[config.mk]
export PLATFORM = sky130hd
export DESIGN_NAME = tpkt_stream_deframer
export DESIGN_NICKNAME = d
export VERILOG_FILES = /design/src/rtl/core/tpkt_pkg.sv /design/src/rtl/core/tpkt_stream_deframer.sv
export SDC_FILE = /design/constraint.sdc
export NUM_CORES = 1
export LEC_CHECK = 0
export ABC_AREA = 1
export BUFFER_PORTS_ARGS = -buffer_cell sky130_fd_sc_hd__buf_4
export CELL_PAD_IN_SITES_DETAIL_PLACEMENT = 1
export CELL_PAD_IN_SITES_GLOBAL_PLACEMENT = 2
export CORE_MARGIN = 1
export CORE_UTILIZATION = 35
export CTS_CLUSTER_SIZE = 14
export DETAILED_ROUTE_END_ITERATION = 8
export GPL_TIMING_DRIVEN = 1
export PLACE_DENSITY_LB_ADDON = 0.12
export SETUP_SLACK_MARGIN = 0.1
export SLEW_MARGIN = 40
export SYNTH_ARGS = -nofsm -noshare
export SYNTH_HDL_FRONTEND = slang
export SYNTH_SLANG_ARGS = --single-unit
[constraint.sdc]
create_clock -name clk -period 2.9 [get_ports clk]
set_input_delay 0.29 -clock clk [delete_from_list [all_inputs] [get_ports clk]]
set_output_delay 0.29 -clock clk [all_outputs]
set_load 0.02 [all_outputs]
[src/rtl/core/tpkt_pkg.sv]
// tpkt_pkg: shared types and constants for the TPKT stream deframer.
// No dependencies; used by tpkt_stream_deframer and its checker.

package tpkt_pkg;

    localparam int PLEN_W = 24;

    typedef logic [2:0] kind_t;

    localparam kind_t KIND_HEADER  = 3'd0;
    localparam kind_t KIND_PAYLOAD = 3'd1;
    localparam kind_t KIND_EMPTY   = 3'd2;
    localparam kind_t KIND_BADVER  = 3'd3;
    localparam kind_t KIND_BADLEN  = 3'd4;

    localparam logic [7:0] TPKT_VERSION = 8'd3;
    localparam int         HEADER_BYTES = 4;

endpackage

[src/rtl/core/tpkt_stream_deframer.sv]
// tpkt_stream_deframer: TPKT (RFC 1006 style) packet deframer, one byte per item.
// Depends on tpkt_pkg.

// Takes one stream byte per item and returns exactly one result item for each,
// in the cycle after acceptance. A new byte can be accepted every cycle: the
// result sits in an output register, and in_ready is high whenever that register
// is empty or being drained. Per-byte work is a header shift/compare or a
// payload-counter decrement. A header starts with version byte 3 followed by a
// big-endian length (low LENGTH_BITS bits kept) that includes the 4 header
// bytes; bad version bytes, lengths below 4 and empty packets are reported and
// the block returns to idle.

module tpkt_stream_deframer #(
    parameter int LENGTH_BITS = 24
) (
    input  logic                     clk,
    input  logic                     rst_n,
    input  logic                     in_valid,
    output logic                     in_ready,
    input  logic [7:0]               data_byte,
    output logic                     out_valid,
    input  logic                     out_ready,
    output tpkt_pkg::kind_t          kind,
    output logic [7:0]               payload_byte,
    output logic                     last_of_packet,
    output logic [tpkt_pkg::PLEN_W-1:0] payload_length
);

    localparam logic [1:0] PH_IDLE   = 2'd0;
    localparam logic [1:0] PH_HEADER = 2'd1;
    localparam logic [1:0] PH_BODY   = 2'd2;

    localparam logic [1:0] HDR_LAST_CNT = 2'(tpkt_pkg::HEADER_BYTES - 1);
    localparam logic [LENGTH_BITS-1:0] HDR_LEN = LENGTH_BITS'(tpkt_pkg::HEADER_BYTES);
    localparam logic [LENGTH_BITS-1:0] ONE_L   = LENGTH_BITS'(1);

    logic [1:0]             phase_reg, phase_next;
    logic [1:0]             hdr_cnt_reg, hdr_cnt_next;
    logic [LENGTH_BITS-1:0] accum_reg, accum_next;
    logic [LENGTH_BITS-1:0] left_reg, left_next;
    logic [LENGTH_BITS-1:0] plen_reg, plen_next;

    logic                   out_valid_reg;
    tpkt_pkg::kind_t        kind_reg, kind_next;
    logic [7:0]             pbyte_reg, pbyte_next;
    logic                   last_reg, last_next;
    logic [LENGTH_BITS-1:0] olen_reg, olen_next;

    logic                   accept;
    logic [LENGTH_BITS-1:0] total;

    assign in_ready = !out_valid_reg || out_ready;
    assign accept   = in_valid && in_ready;
    assign total    = {accum_reg[LENGTH_BITS-9:0], data_byte};

    always_comb
    begin
        phase_next   = phase_reg;
        hdr_cnt_next = hdr_cnt_reg;
        accum_next   = accum_reg;
        left_next    = left_reg;
        plen_next    = plen_reg;
        kind_next    = tpkt_pkg::KIND_HEADER;
        pbyte_next   = 8'd0;
        last_next    = 1'b0;
        olen_next    = '0;
        case (phase_reg)
            PH_BODY:
            begin
                kind_next  = tpkt_pkg::KIND_PAYLOAD;
                pbyte_next = data_byte;
                olen_next  = plen_reg;
                left_next  = left_reg - ONE_L;
                if (left_reg == ONE_L)
                begin
                    last_next  = 1'b1;
                    phase_next = PH_IDLE;
                end
            end
            PH_HEADER:
            begin
                accum_next   = total;
                hdr_cnt_next = hdr_cnt_reg + 2'd1;
                if (hdr_cnt_reg == HDR_LAST_CNT)
                begin
                    if (total < HDR_LEN)
                    begin
                        kind_next  = tpkt_pkg::KIND_BADLEN;
                        phase_next = PH_IDLE;
                    end
                    else if (total == HDR_LEN)
                    begin
                        kind_next  = tpkt_pkg::KIND_EMPTY;
                        phase_next = PH_IDLE;
                    end
                    else
                    begin
                        left_next  = total - HDR_LEN;
                        plen_next  = total - HDR_LEN;
                        olen_next  = total - HDR_LEN;
                        phase_next = PH_BODY;
                    end
                end
            end
            default:
            begin
                if (data_byte != tpkt_pkg::TPKT_VERSION)
                begin
                    kind_next  = tpkt_pkg::KIND_BADVER;
                    phase_next = PH_IDLE;
                end
                else
                begin
                    phase_next   = PH_HEADER;
                    hdr_cnt_next = 2'd1;
                    accum_next   = '0;
                end
            end
        endcase
    end

    always_ff @(posedge clk or negedge rst_n)
    begin
        if (!rst_n)
        begin
            phase_reg     <= PH_IDLE;
            hdr_cnt_reg   <= 2'd0;
            accum_reg     <= '0;
            left_reg      <= '0;
            plen_reg      <= '0;
            out_valid_reg <= 1'b0;
        end
        else
        begin
            if (accept)
            begin
                phase_reg   <= phase_next;
                hdr_cnt_reg <= hdr_cnt_next;
                accum_reg   <= accum_next;
                left_reg    <= left_next;
                plen_reg    <= plen_next;
            end
            if (accept)
                out_valid_reg <= 1'b1;
            else if (out_ready)
                out_valid_reg <= 1'b0;
        end
    end

    always_ff @(posedge clk)
    begin
        if (accept)
        begin
            kind_reg  <= kind_next;
            pbyte_reg <= pbyte_next;
            last_reg  <= last_next;
            olen_reg  <= olen_next;
        end
    end

    assign out_valid      = out_valid_reg;
    assign kind           = kind_reg;
    assign payload_byte   = pbyte_reg;
    assign last_of_packet = last_reg;
    assign payload_length = tpkt_pkg::PLEN_W'(olen_reg);

endmodule

==> metrics.yaml <==
synthesis:
  avgSynthCellArea_sq_um: 7.624
  yosysWarnings: 0
  async_flop_share_pct: 65.71
  ys_types: 33
  synth-main-ff-cell: "dfrtp_1"
  syn_nets: 822
  syn_area_sq_um: 6122
  synth_edf_count: 36
  ys_seq_area_share_pct: 45.86
  synth-seq-cells: 105
  syn_inst: 803
timing:
  setup_tns_ns: 0
  clock_skew_ns: 0.01207
  max_slew.worst_pin.slew_ns: 0.7391
  min_period_over_period_pct: 77.89
  slew_violations: 0
  report.final.hold_viol_count: 0
  rsz0062_at_grt: "false"
  fin_crit_ns: 2.259
  fmax_mhz: 442.7
  timing.slew.headroom_pct: 50.55
  setup_viol: 0
final_layout:
  multi_input_area_sq_um: 2821
  drive_gt1_share_pct: 14.82
  fin_nets: 864
  fillers: 2139
  diodes: 0
  seq_area_sq_um: 2808
  syn_to_final_growth_pct: 13.02
pwr:
  peakVddDrop_mv: 0.2915
  p_per_area_nw_per_um2: 446.3
  p_leak_nw: 3.269
  p_total_mw: 3.088
global_route:
  track_usage_pct: 22.58
  grt_pass1_vias: 5418
  grt_first_pass_wirelength_mm: 30.50
  grt_overflow: 0
  antenna_found_initial: 0
  grt_max_degree: 70
floorplanning:
  dieArea_sq_um: 18020
  die_w_microns: 134.3
  ios: 50
  coreArea_sq_um: 16820
  die_h_microns: 134.3
  initial_core_util_pct: 36.40
  row_count: 47
worst_setup_path:
  worstSetupPathType: "flop to flop"
  cp.arrival_ns: 2.55
  critPathSlowestCell: "ha_1"
  reg2reg_slack_ns: 0.64
  r2r_end: "left_reg[0]"
  slowest_delay_ns: 0.41
  path_max_fanout: 32
  worst_setup_path_start_kind: "flop"
  crit_chain: "inv_1 > ha_1 > inv_1 > a21oi_1 > nand2_1 > nor2_4 > buf_4 > nand2_1 > o21ai_1"
  r2r_cells: 9
  end_kind: "flop"
  crit_buf_inv: 3
  r2r_start: "phase_reg[0]"
  required_ns: 3.19
  crit_family: "buffers and inverters"
outcome:
  status: "finished, final reports clean"
route:
  wl_met2_mm: 8.848
  route.top_layer_used: "met4"
  ant_nets: 0
  routed_via_density: 4.984
  met1_length_mm: 9.145
  vias: 5333
  wl_mm: 18.91
  dr.pass1.iters: 4
  wl_met3_microns: 525
  drc_errors: 0
  drt_iter0_markers: 258
  routedWlPerCell_microns: 17.67
job:
  drv_cap: 0
clock_tree:
  cts_hold_buf: 1
  numCtsBuffers: 9
  cts.htree.levels: 3
  cts_setup_buffers: 0
  clkLatencyLatePin_ns: 0.37
  cts_tree: "built"
  path_clk_slew_ns: 0.08
  cts_num_sinks: 105
  clockBufferDepth: 2
  cts_root_buf: "clkbuf_16"
  cts_resized: 0
placement:
  dpl.hpwl_mm: 14.02
  numPortBuffers: 49
  place.gp.congestion: 0.8443
min_path:
  hp-class: "input port to flop"
  hold_end: "plen_reg[2]"
  hp-start: "data_byte[2]"
  hold_depth: 2
-- layer usage --
| metal | track usage, % | up-vias |
|---|---|---|
| met5 | 0 | - |
| met4 | 7.740 | 0 |
| met3 | 3.137 | 19 |
| met2 | 36.96 | 75 |
| met1 | 30.55 | 2607 |
| li1 | - | 2632 |
-- layout by cell type (no fill, tap or decap), types with 4 or more instances in the layout --
| cell | instances |
|---|---|
| clkbuf_16 | 9 |
| nand4_1 | 18 |
| o21ai_1 | 16 |
| o21ai_0 | 19 |
| nor2_1 | 75 |
| nand2_1 | 315 |
| buf_4 | 55 |
| nand3_1 | 67 |
| a21oi_1 | 4 |
| and2_1 | 5 |
| ha_1 | 7 |
| nor2_2 | 6 |
| o21ai_2 | 27 |
| nor2_4 | 5 |
| nand2_2 | 5 |
| inv_1 | 76 |
| xor2_1 | 6 |
| edfxtp_1 | 36 |
| dfrtp_1 | 69 |
| inv_2 | 4 |
-- metrics by stage --
step	util, %	hold WS, ns	setup WS (ns)	area, sq um	instances
after floorplan	-	-0.005591	0.6469	6122	803
final	41.14	0.1519	0.6411	6919	1070
after CTS	41.14	0.1388	0.6175	6919	1070
after global routing	41.14	0.1441	0.4579	6919	1070
after global placement	39.39	0.4536	0.7876	6625	1053
after detailed placement	39.41	0.3821	0.6676	6629	1053
-- power breakdown --
part           total [mW]  internal (mW)  switching (mW)
registers            1.61           1.58          0.0289
clock network        1.23          0.597           0.629
logic               0.252         0.0809           0.171
-- Yosys cell counts (2+ instances only) --
cell	instances	share of area [%]
nand2_2	5	0.51
buf_1	3	0.18
a21oi_1	4	0.33
nor3_1	2	0.16
nand2_1	315	19
xor2_1	6	0.86
ha_1	7	1.4
inv_1	76	4.7
o21ai_2	27	3.9
nand4_1	18	1.8
nand3b_1	3	0.37
inv_2	4	0.25
buf_2	4	0.33
and2_1	5	0.51
edfxtp_1	36	18
o21ai_0	19	1.6
nor2_2	6	0.61
clkbuf_1	6	0.37
xnor2_1	3	0.43
o21ai_1	16	1.3
buf_6	11	2.0
nand3_2	3	0.49
nand3_1	67	5.5
dfrtp_1	69	28
nor2_1	75	4.6
buf_4	2	0.25
nor2_4	5	0.92
-- kinds of logic (layout without fill, tap and decap cells) --
logic type | after synthesis | in the layout | synth area share [%]
compound gates | 67 | 67 | 7.317
buf+inv | 106 | 153 | 8.052
fa+ha+maj | 7 | 7 | 1.431
simple gates | 509 | 509 | 36.05
xor+xnor | 9 | 9 | 1.288
flops | 105 | 105 | 45.86
-- cell type report --
| cell class | instances | area share (%) |
|---|---|---|
| Sequential cell | 105 | 40.58 |
| Clock inverter | 6 | 0.7414 |
| Clock buffer | 10 | 3.309 |
| Inverter | 80 | 4.340 |
| Timing Repair Buffer | 57 | 6.275 |
| Multi-Input combinational cell | 592 | 40.78 |
| Tap cell | 220 | 3.978 |
-- how the worst max path moves through the flow --
stage                       startpoint                  to  slack, ns  cells after the start
after global routing      phase_reg[0]         left_reg[8]       0.46                      9
after detailed placement  data_byte[2]       accum_reg[13]       0.67                     10
after CTS                 phase_reg[0]        left_reg[11]       0.62                      9
after floorplan              out_valid        left_reg[12]       0.65                      7
after global placement    data_byte[3]  payload_length[11]       0.79                      9
final                     phase_reg[0]         left_reg[0]       0.64                      9
Note: power is estimated with default switching activity, not from simulation.
